===== config.mk =====
export PLATFORM = sky130hd
export DESIGN_NAME = data_run_list_decoder_core
export DESIGN_NICKNAME = d
export VERILOG_FILES = /design/src/hw/rtl/drld_pkg.sv /design/src/hw/rtl/data_run_list_decoder_core.sv
export VERILOG_INCLUDE_DIRS = /design/src /design/src/hw/rtl
export SDC_FILE = /design/constraint.sdc
export NUM_CORES = 1
export LEC_CHECK = 0
export ABC_AREA = 1
export BUFFER_PORTS_ARGS = -buffer_cell sky130_fd_sc_hd__buf_2
export CORE_ASPECT_RATIO = 0.9
export CORE_UTILIZATION = 45
export CTS_CLUSTER_DIAMETER = 30
export CTS_CLUSTER_SIZE = 40
export DETAILED_ROUTE_END_ITERATION = 10
export PLACE_DENSITY = 0.7
export SLEW_MARGIN = 15
export SYNTH_ARGS = -nofsm -noshare
export SYNTH_HDL_FRONTEND = slang
export SYNTH_SLANG_ARGS = --single-unit

===== constraint.sdc =====
create_clock -name clk -period 6.56 [get_ports clk]
set_input_delay 1.312 -clock clk [delete_from_list [all_inputs] [get_ports clk]]
set_output_delay 1.312 -clock clk [all_outputs]
set_load 0.03 [all_outputs]

===== src/hw/rtl/data_run_list_decoder_core_macros.svh =====
// ----------------------------------------------------------------------------
// Assertion macros for the data run list decoder
// Each check reports through $error; the bodies are left empty for synthesis.
// ----------------------------------------------------------------------------
`ifndef DATA_RUN_LIST_DECODER_CORE_MACROS_SVH
`define DATA_RUN_LIST_DECODER_CORE_MACROS_SVH

`ifndef SYNTHESIS

// Same-cycle implication, disabled while reset is high.
`define DRLD_ASSERT_IMP(label, clk, rst, ante, cons) \
  label: assert property (@(posedge clk) disable iff (rst) (ante) |-> (cons)) \
    else $error("assertion failed");

// Next-cycle implication, disabled while reset is high.
`define DRLD_ASSERT_NXT(label, clk, rst, ante, cons) \
  label: assert property (@(posedge clk) disable iff (rst) (ante) |=> (cons)) \
    else $error("assertion failed");

`else

`define DRLD_ASSERT_IMP(label, clk, rst, ante, cons)
`define DRLD_ASSERT_NXT(label, clk, rst, ante, cons)

`endif

`endif


===== src/hw/rtl/drld_pkg.sv =====
// ----------------------------------------------------------------------------
// drld_pkg
// Result type, end reason codes and byte helpers for the run list decoder.
// ----------------------------------------------------------------------------
`timescale 1ns / 1ps
`default_nettype none

package drld_pkg;

  localparam logic [1:0] REASON_ZERO_HDR  = 2'd0;
  localparam logic [1:0] REASON_BUF_END   = 2'd1;
  localparam logic [1:0] REASON_ZERO_LEN  = 2'd2;
  localparam logic [1:0] REASON_TRUNCATED = 2'd3;

  localparam int unsigned FieldBytes = 8;

  typedef struct packed {
    logic               run_present;
    logic               is_sparse;
    logic signed [63:0] cluster_start;
    logic        [63:0] run_length;
    logic               list_done;
    logic        [1:0]  end_reason;
  } result_t;

  function automatic result_t end_result(input logic [1:0] reason);
    result_t r;
    r.run_present   = 1'b0;
    r.is_sparse     = 1'b0;
    r.cluster_start = '0;
    r.run_length    = '0;
    r.list_done     = 1'b1;
    r.end_reason    = reason;
    return r;
  endfunction

  function automatic result_t run_result(input logic sparse, input logic [63:0] cluster,
                                         input logic [63:0] len);
    result_t r;
    r.run_present   = 1'b1;
    r.is_sparse     = sparse;
    r.cluster_start = cluster;
    r.run_length    = len;
    r.list_done     = 1'b0;
    r.end_reason    = REASON_ZERO_HDR;
    return r;
  endfunction

  // Drop a byte into its little-endian lane; lanes past the eighth are ignored.
  function automatic logic [63:0] put_byte(input logic [63:0] acc, input logic [7:0] b,
                                           input logic [3:0] idx);
    logic [63:0] r;
    r = acc;
    for (int k = 0; k < FieldBytes; k++) begin
      if (!idx[3] && (idx[2:0] == 3'(k))) begin
        r[8*k +: 8] = b;
      end
    end
    return r;
  endfunction

  // Sign-extend from nbytes bytes; eight or more bytes stand as they are.
  function automatic logic [63:0] sign_ext(input logic [63:0] val, input logic [3:0] nbytes);
    logic [63:0] r;
    logic [5:0]  sbit;
    logic        sgn;
    r    = val;
    sbit = 6'({nbytes[2:0], 3'b000} - 6'd1);
    sgn  = val[sbit];
    if (!nbytes[3]) begin
      for (int k = 0; k < FieldBytes; k++) begin
        if (4'(k) >= nbytes) begin
          r[8*k +: 8] = {8{sgn}};
        end
      end
    end
    return r;
  endfunction

endpackage

`default_nettype wire


===== src/hw/rtl/data_run_list_decoder_core.sv =====
// Each byte's result is loaded into the output register when the byte is transferred.
// Throughput: one byte per cycle while data_stall is low; the single add-and-extend path per byte sets it.
// A byte that yields a run plus a clean buffer end holds the input while the
// run waits in the output register with the clean end result queued behind it.
// Reset (rst, synchronous, active high): header wait, cluster sum zero, no result.
`timescale 1ns / 1ps
`default_nettype none
`include "data_run_list_decoder_core_macros.svh"

// ----------------------------------------------------------------------------
// data_run_list_decoder_core
// Decodes a byte stream of run list entries into run length / start cluster
// results, with one end-marked result per list.
// ----------------------------------------------------------------------------
module data_run_list_decoder_core (
  input  wire logic               clk,
  input  wire logic               rst,
  // byte channel
  input  wire logic               data_valid,
  output logic                    data_stall,
  input  wire logic [7:0]         data_byte,
  input  wire logic               list_start,
  input  wire logic               buffer_end,
  // result channel
  output logic                    result_valid,
  input  wire logic               result_stall,
  output logic                    run_present,
  output logic                    is_sparse,
  output logic signed [63:0]      cluster_start,
  output logic        [63:0]      run_length,
  output logic                    list_done,
  output logic        [1:0]       end_reason
);

  typedef enum logic [1:0] {
    PH_HEADER,
    PH_LENGTH,
    PH_OFFSET,
    PH_ENDED
  } phase_t;

  // Decode state
  phase_t      phase;
  logic [3:0]  length_bytes;
  logic [3:0]  offset_len;
  logic [3:0]  byte_index;
  logic [63:0] length_accum;
  logic [63:0] offset_accum;
  logic [63:0] cluster_sum;

  // Output register plus a pending clean-end result
  drld_pkg::result_t res;
  logic              pend_end;

  phase_t      phase_next;
  logic [3:0]  length_bytes_next;
  logic [3:0]  offset_len_next;
  logic [3:0]  byte_index_next;
  logic [63:0] length_accum_next;
  logic [63:0] offset_accum_next;
  logic [63:0] cluster_sum_next;

  logic              emit;
  logic              emit_two;
  drld_pkg::result_t emit_res;

  phase_t      phase_cur;
  logic [63:0] cluster_cur;
  logic [3:0]  byte_inc;
  logic [63:0] len_new;
  logic [63:0] off_new;
  logic [63:0] off_ext;
  logic        take;

  // Take a byte only when the output slot is free, or drains this cycle with
  // nothing queued behind it.
  assign data_stall = result_valid && (result_stall || pend_end);
  assign take       = data_valid && !data_stall;

  // list_start restarts the list before the byte is used.
  assign phase_cur   = list_start ? PH_HEADER : phase;
  assign cluster_cur = list_start ? 64'd0 : cluster_sum;
  assign byte_inc    = byte_index + 4'd1;
  assign len_new     = drld_pkg::put_byte(length_accum, data_byte, byte_index);
  assign off_new     = drld_pkg::put_byte(offset_accum, data_byte, byte_index);
  assign off_ext     = drld_pkg::sign_ext(off_new, offset_len);

  always_comb begin
    phase_next        = phase_cur;
    length_bytes_next = length_bytes;
    offset_len_next   = offset_len;
    byte_index_next   = byte_index;
    length_accum_next = length_accum;
    offset_accum_next = offset_accum;
    cluster_sum_next  = cluster_cur;
    emit              = 1'b0;
    emit_two          = 1'b0;
    emit_res          = drld_pkg::end_result(drld_pkg::REASON_ZERO_HDR);

    case (phase_cur)
      PH_HEADER: begin
        length_bytes_next = data_byte[3:0];
        offset_len_next   = data_byte[7:4];
        if (data_byte == 8'd0) begin
          // zero header terminates the list, even on the last buffer byte
          emit       = 1'b1;
          emit_res   = drld_pkg::end_result(drld_pkg::REASON_ZERO_HDR);
          phase_next = PH_ENDED;
        end else if (data_byte[3:0] == 4'd0) begin
          emit       = 1'b1;
          emit_res   = drld_pkg::end_result(drld_pkg::REASON_ZERO_LEN);
          phase_next = PH_ENDED;
        end else if (buffer_end) begin
          emit       = 1'b1;
          emit_res   = drld_pkg::end_result(drld_pkg::REASON_TRUNCATED);
          phase_next = PH_ENDED;
        end else begin
          byte_index_next   = 4'd0;
          length_accum_next = 64'd0;
          offset_accum_next = 64'd0;
          phase_next        = PH_LENGTH;
        end
      end

      PH_LENGTH: begin
        length_accum_next = len_new;
        byte_index_next   = byte_inc;
        if (byte_inc < length_bytes || offset_len != 4'd0) begin
          if (buffer_end) begin
            // run cut short by the buffer end: drop it
            emit       = 1'b1;
            emit_res   = drld_pkg::end_result(drld_pkg::REASON_TRUNCATED);
            phase_next = PH_ENDED;
          end else if (byte_inc >= length_bytes) begin
            byte_index_next = 4'd0;
            phase_next      = PH_OFFSET;
          end
        end else begin
          // sparse run: no offset field, sum holds
          emit       = 1'b1;
          emit_res   = drld_pkg::run_result(1'b1, '1, len_new);
          emit_two   = buffer_end;
          phase_next = buffer_end ? PH_ENDED : PH_HEADER;
        end
      end

      PH_OFFSET: begin
        offset_accum_next = off_new;
        byte_index_next   = byte_inc;
        if (byte_inc < offset_len) begin
          if (buffer_end) begin
            emit       = 1'b1;
            emit_res   = drld_pkg::end_result(drld_pkg::REASON_TRUNCATED);
            phase_next = PH_ENDED;
          end
        end else begin
          offset_accum_next = off_ext;
          cluster_sum_next  = cluster_cur + off_ext;
          emit              = 1'b1;
          emit_res          = drld_pkg::run_result(1'b0, cluster_cur + off_ext, length_accum);
          emit_two          = buffer_end;
          phase_next        = buffer_end ? PH_ENDED : PH_HEADER;
        end
      end

      PH_ENDED: begin
        // drop bytes until the next list_start
      end

      default: begin
        phase_next = PH_HEADER;
      end
    endcase
  end

  always_ff @(posedge clk) begin
    if (rst) begin
      phase        <= PH_HEADER;
      length_bytes <= 4'd0;
      offset_len   <= 4'd0;
      byte_index   <= 4'd0;
      length_accum <= 64'd0;
      offset_accum <= 64'd0;
      cluster_sum  <= 64'd0;
      result_valid <= 1'b0;
      pend_end     <= 1'b0;
      res          <= drld_pkg::end_result(drld_pkg::REASON_ZERO_HDR);
    end else if (take) begin
      // advance the decoder and load the result register
      phase        <= phase_next;
      length_bytes <= length_bytes_next;
      offset_len   <= offset_len_next;
      byte_index   <= byte_index_next;
      length_accum <= length_accum_next;
      offset_accum <= offset_accum_next;
      cluster_sum  <= cluster_sum_next;
      result_valid <= emit;
      pend_end     <= emit_two;
      res          <= emit_res;
    end else if (result_valid && !result_stall) begin
      // result transferred: follow with the queued clean end, or go empty
      if (pend_end) begin
        res      <= drld_pkg::end_result(drld_pkg::REASON_BUF_END);
        pend_end <= 1'b0;
      end else begin
        result_valid <= 1'b0;
      end
    end
  end

  assign run_present   = res.run_present;
  assign is_sparse     = res.is_sparse;
  assign cluster_start = res.cluster_start;
  assign run_length    = res.run_length;
  assign list_done     = res.list_done;
  assign end_reason    = res.end_reason;

  // A queued clean end only ever waits behind a shown run.
  `DRLD_ASSERT_IMP(a_pend_behind_run, clk, rst, pend_end, result_valid && run_present)
  // After a run with a queued end transfers, the clean end result follows.
  `DRLD_ASSERT_NXT(a_pend_follows, clk, rst, pend_end && !result_stall,
                   result_valid && list_done && end_reason == drld_pkg::REASON_BUF_END)
  // End results carry no run.
  `DRLD_ASSERT_IMP(a_end_no_run, clk, rst, result_valid && list_done, !run_present && !is_sparse)
  // Sparse runs report cluster -1.
  `DRLD_ASSERT_IMP(a_sparse_cluster, clk, rst, result_valid && is_sparse, cluster_start == '1)
  // An empty output slot never holds off the byte channel.
  `DRLD_ASSERT_IMP(a_no_idle_stall, clk, rst, !result_valid, !data_stall)

endmodule

`default_nettype wire

==> impl_summary.md <==
Power
VDD sags by at most 0.182 mV. The power density relative to cell area is 325 mW/mm2. The design draws 8.36 mW. In this run the static leakage power is 11.0 nW. The total internal power is 5.60 mW.

The clock power share is 50.8%. Per report_power, the sequential group accounts for 27.1% of the total. The switching power share of the total is approximately a third. The proportion of power drawn by combinational gates is 22.1%. Summed over all nets, the switching power comes to 2.76 mW.

Floorplan
The floorplan step defined a die boundary enclosing 0.0492 mm2. The I/O pin total is approximately 150. The height of the die is 211 um. In this run the core area contains 76 standard-cell rows. The die width is 234 um.

Once the floorplan was initialized, standard cells occupied 45.5% of the core. The total area inside the core boundary comes to 0.0478 mm2.

Job
The max-capacitance violation count is 0.

Critical path
The critical-path maximum fanout is 13. The worst register-to-register path begins at byte_index[0]. The start-to-end type of the worst setup path is flip-flop to flip-flop. The first element of the critical path is byte_index[0]. The largest single stage delay on the critical path is 0.50 ns. The category of cells accounting for the largest share of critical-path delay is simple AND/OR/NAND/NOR gates. The type of origin of the critical path is a flip-flop. The worst setup path is captured at a flip-flop. For the worst setup path, the data arrival time is roughly 5.6 ns. On the critical path, the stage with the largest delay is an instance of sky130_fd_sc_hd__dfxtp_1. The cell repeated most along the worst path is sky130_fd_sc_hd__nand2_1.

The number of buffers and inverters on the critical path is 2. STA puts the critical path data required time at 7.10 ns.

Global routing
The first global-routing pass estimated around 120000 um of wire. The met2 layer usage reported by global route is a little under half. The pin count of the biggest net entering global routing is roughly 130.

The met3 track utilization from global routing is 5.64%. Global routing used 31.0% of the available tracks. The number of global-route vias before repair is 21423.

The overall overflow remaining after global route is 0. The global-route layer with the greatest usage is met2. The fraction of met1 tracks used by global routing is 42.5%. The initial antenna violation count is 0.

STA
For the pin with the worst max-slew slack, the measured transition is 1.08 ns. The final max-slew violation count came to 0. The number of setup violations in the final report is 0. Adding up every negative setup slack in the final design gives 0 ns. Clock skew on the completed layout was measured at 0.0260 ns.

The post-layout worst setup margin is 1.54 ns. Setup repair after global routing left no endpoint under its margin. The highest attainable clock frequency is approximately 200 MHz. The worst-case headroom to the max-slew limit is 27.9%. The number of hold violations in the final report is 0.

The worst hold slack is 0.457 ns. Dividing the final minimum period by the clock period gives 76.5%. The time the worst path needs with I/O delays and setup is 5.02 ns.

Final layout
The most frequent standard cell in the layout excluding fill and tap cells is sky130_fd_sc_hd__nand2_1. The filler cell count in the final layout is around 4800. Of the cells placed in the final design, the portion with a size suffix greater than 1 is 11.0%. At the end of the flow, the number of nets in the layout was 3612. The final core area utilization is 53.7%. 0 antenna diodes ended up in the layout. Leaving out fill and tap cells, the most frequent cells in the layout are 737 x sky130_fd_sc_hd__nand2_1, 573 x sky130_fd_sc_hd__a21oi_1, 399 x sky130_fd_sc_hd__inv_1, 341 x sky130_fd_sc_hd__dfxtp_1, 310 x sky130_fd_sc_hd__o21ai_0. Compared with the post-synthesis result, the final layout area differs by 18.1%.

Clocking
The cell sitting at the root of the clock tree is a sky130_fd_sc_hd__clkbuf_16. The clock net in this run drives a total of between 300 and 400 sinks. Gates resized during post-CTS repair numbered 0.

After clock tree synthesis, the clock-pin slew on the worst setup and hold paths is ~0.040 ns. The TritonCTS clock tree is built. Buffers inserted during clock tree synthesis total 80. The number of buffers on the longest clock path is 3. In this run the number of H-tree levels came out at 3. The total setup buffers inserted after CTS is 0. The number of hold buffers added after cts is 0. The clock reaches the later pin of the worst-skew pair after between 0.6 and 0.7 ns.

Synthesis
The top flip-flop cell by instance count after synthesis is sky130_fd_sc_hd__dfxtp_1. The area share of fa/ha/maj cells after synthesis is 4.86%. Yosys mapped a number of flops with a built-in enable equal to 0. After synthesis, the netlist uses 46 different library cells. The complex-gate fraction of the synthesized area is 27.9%.

The number of nets in the synthesized netlist is 3546. The post-synthesis share of cell area spent on and, or, nand and nor gates is 23.8%. Sequential elements use a little under a third of the synthesized area. The share of synthesized flip-flops with an asynchronous set or reset is 0%. The total of warnings raised by yosys is 0. The average instance in the mapped netlist occupies 6.31 um2. The largest family of logic cells by synthesized area is compound AO/OA/AOI/OAI gates. Multiplexer cells account for 0% of the synthesized area.

The number of synthesized register bits is around 340. The number of instances in the synthesized netlist is about 3400. The xor and xnor fraction of the mapped netlist area is under 10%. After synthesis the cells add up to 0.0218 mm2.

Route
After detailed routing, the number of remaining DRC violations is 10. Detailed routing inserted a total of 23708 vias. The first routing iteration left ~2600 violations. The number of vias per cell after detailed routing is 5.64. The first-pass detailed-route iteration total is 9. The residual antenna-violating net count after detailed routing is 0. Dividing the detail-routed wire length by the instance count gives 18.7 um. The total wire length after detailed routing is 78500 um.

Placed design
Routability-driven placement finished with a final weighted congestion of around 1.1. The number of buffer cells added on primary ports is 148. Prior to clock tree synthesis, the placed netlist has a worst setup slack of 1.23 ns. The placed wire-length estimate is around 55000 um.

Min path
The path class of the tightest hold or removal check is flip-flop to flip-flop. The worst hold path begins at run_length[7].

Run status
The checks that failed: DRC. The flow ran to the end, but the final reports show violations.
## layer usage
| layer | share of wire [%] | up-vias | wire (um) |
|---|---|---|---|
| met5 | 0 | - | 0 |
| met4 | 3.8 | 0 | 2950 |
| met3 | 8.4 | 168 | 6610 |
| met2 | 44 | 1005 | 34900 |
| met1 | 43 | 10900 | 34100 |
| li1 | - | 11635 | - |
## metrics by stage
step,area [um2],instances
2_1_floorplan,21800,3448
3_3_place_gp,22800,4056
3_5_place_dp,22800,4056
4_1_cts,25700,4203
5_1_grt,25700,4203
6_report,25700,4203
## state kept, by name (all words and copies together) (netlist names)
register,flops
is_sparse,1
offset_accum,64
list_done,1
byte_index,4
phase,2
end_reason,2
cluster_start,64
length_accum,64
pend_end,1
offset_len,4
result_valid,1
cluster_sum,64
length_bytes,4
run_length,64
run_present,1
## power groups by stage
stage	combinational, mW	clock (mW)	sequential (mW)
after CTS	1.81	4.28	2.26
after detailed placement	1.80	0	2.30
after floorplan	1.23	0	2.31
after global placement	1.80	0	2.29
after global routing	2.01	4.39	2.27
final	1.85	4.25	2.26
## worst reg2reg max path: stages, from the launching register on
cell,delay [ns]
sky130_fd_sc_hd__dfxtp_1,0.50
sky130_fd_sc_hd__ha_1,0.31
sky130_fd_sc_hd__nand2_1,0.31
sky130_fd_sc_hd__nand2_1,0.24
sky130_fd_sc_hd__nand3_1,0.10
sky130_fd_sc_hd__nand3_1,0.12
sky130_fd_sc_hd__nand3_2,0.11
sky130_fd_sc_hd__nand2_4,0.17
sky130_fd_sc_hd__nand2_2,0.17
sky130_fd_sc_hd__o21ai_0,0.16
sky130_fd_sc_hd__ha_1,0.37
sky130_fd_sc_hd__inv_1,0.10
sky130_fd_sc_hd__fa_1,0.42
sky130_fd_sc_hd__inv_1,0.11
sky130_fd_sc_hd__nand2_1,0.06
sky130_fd_sc_hd__o21ai_2,0.24
sky130_fd_sc_hd__nand2_1,0.08
sky130_fd_sc_hd__nand2_1,0.23
sky130_fd_sc_hd__nand2_1,0.09
sky130_fd_sc_hd__nand2_1,0.13
sky130_fd_sc_hd__nand2_1,0.07
sky130_fd_sc_hd__nand2_1,0.24
sky130_fd_sc_hd__nand2_1,0.16
sky130_fd_sc_hd__nand2_1,0.09
sky130_fd_sc_hd__nand2_1,0.05
sky130_fd_sc_hd__nand2_1,0.07
sky130_fd_sc_hd__nand3_1,0.07
sky130_fd_sc_hd__a21oi_1,0.14
## Yosys cell counts, types with 5 or more instances
library cell | count | area, um2
sky130_fd_sc_hd__or2_2 | 12 | 75.1
sky130_fd_sc_hd__o22ai_1 | 22 | 138
sky130_fd_sc_hd__a21oi_1 | 574 | 2870
sky130_fd_sc_hd__o21ai_1 | 43 | 215
sky130_fd_sc_hd__nand4_1 | 33 | 206
sky130_fd_sc_hd__o21bai_1 | 35 | 263
sky130_fd_sc_hd__dfxtp_1 | 341 | 6830
sky130_fd_sc_hd__xnor2_1 | 16 | 140
sky130_fd_sc_hd__o211ai_1 | 62 | 465
sky130_fd_sc_hd__xor2_1 | 9 | 78.8
sky130_fd_sc_hd__nor2_1 | 279 | 1050
sky130_fd_sc_hd__a21o_1 | 5 | 37.5
sky130_fd_sc_hd__clkbuf_1 | 126 | 473
sky130_fd_sc_hd__nand3_1 | 140 | 701
sky130_fd_sc_hd__ha_1 | 83 | 1040
sky130_fd_sc_hd__inv_1 | 401 | 1510
sky130_fd_sc_hd__nand3b_1 | 7 | 52.6
sky130_fd_sc_hd__nor3_1 | 20 | 100
sky130_fd_sc_hd__inv_2 | 26 | 97.6
sky130_fd_sc_hd__nand2_2 | 10 | 62.6
sky130_fd_sc_hd__nand2_1 | 739 | 2770
sky130_fd_sc_hd__buf_4 | 6 | 45.0
sky130_fd_sc_hd__clkinv_1 | 9 | 33.8
sky130_fd_sc_hd__o21ai_0 | 310 | 1550
sky130_fd_sc_hd__a211oi_1 | 25 | 188
sky130_fd_sc_hd__a221oi_1 | 11 | 96.3
sky130_fd_sc_hd__buf_1 | 25 | 93.8
sky130_fd_sc_hd__buf_2 | 32 | 160
sky130_fd_sc_hd__o21ai_2 | 12 | 105
## final timing paths
path	end	slack (ns)	cells after the start
min reg2reg	run_length[7]	0.46	2
max reg2reg	cluster_start[60]	1.54	27
max	cluster_start[60]	1.54	27
min	run_length[7]	0.46	2
## kinds of logic (layout without fill, tap and decap cells)
family          count (synthesis)  in the layout
buf+inv                       625            756
xor+xnor                       25             25
simple gates                 1257           1257
fa+ha+maj                      84             84
flops                         341            341
compound gates               1116           1116
## area by class of cell
cell class                      count  area [um2]  area share, %
Clock buffer                      101        2160           8.41
Timing Repair Buffer              173         997           3.88
Multi-Input combinational cell   2482       12600           48.9
Inverter                          436        1640           6.40
Clock inverter                     46         714           2.78
Tap cell                          624         781           3.04
Sequential cell                   341        6830           26.6
(Power assumes the default switching activity.)
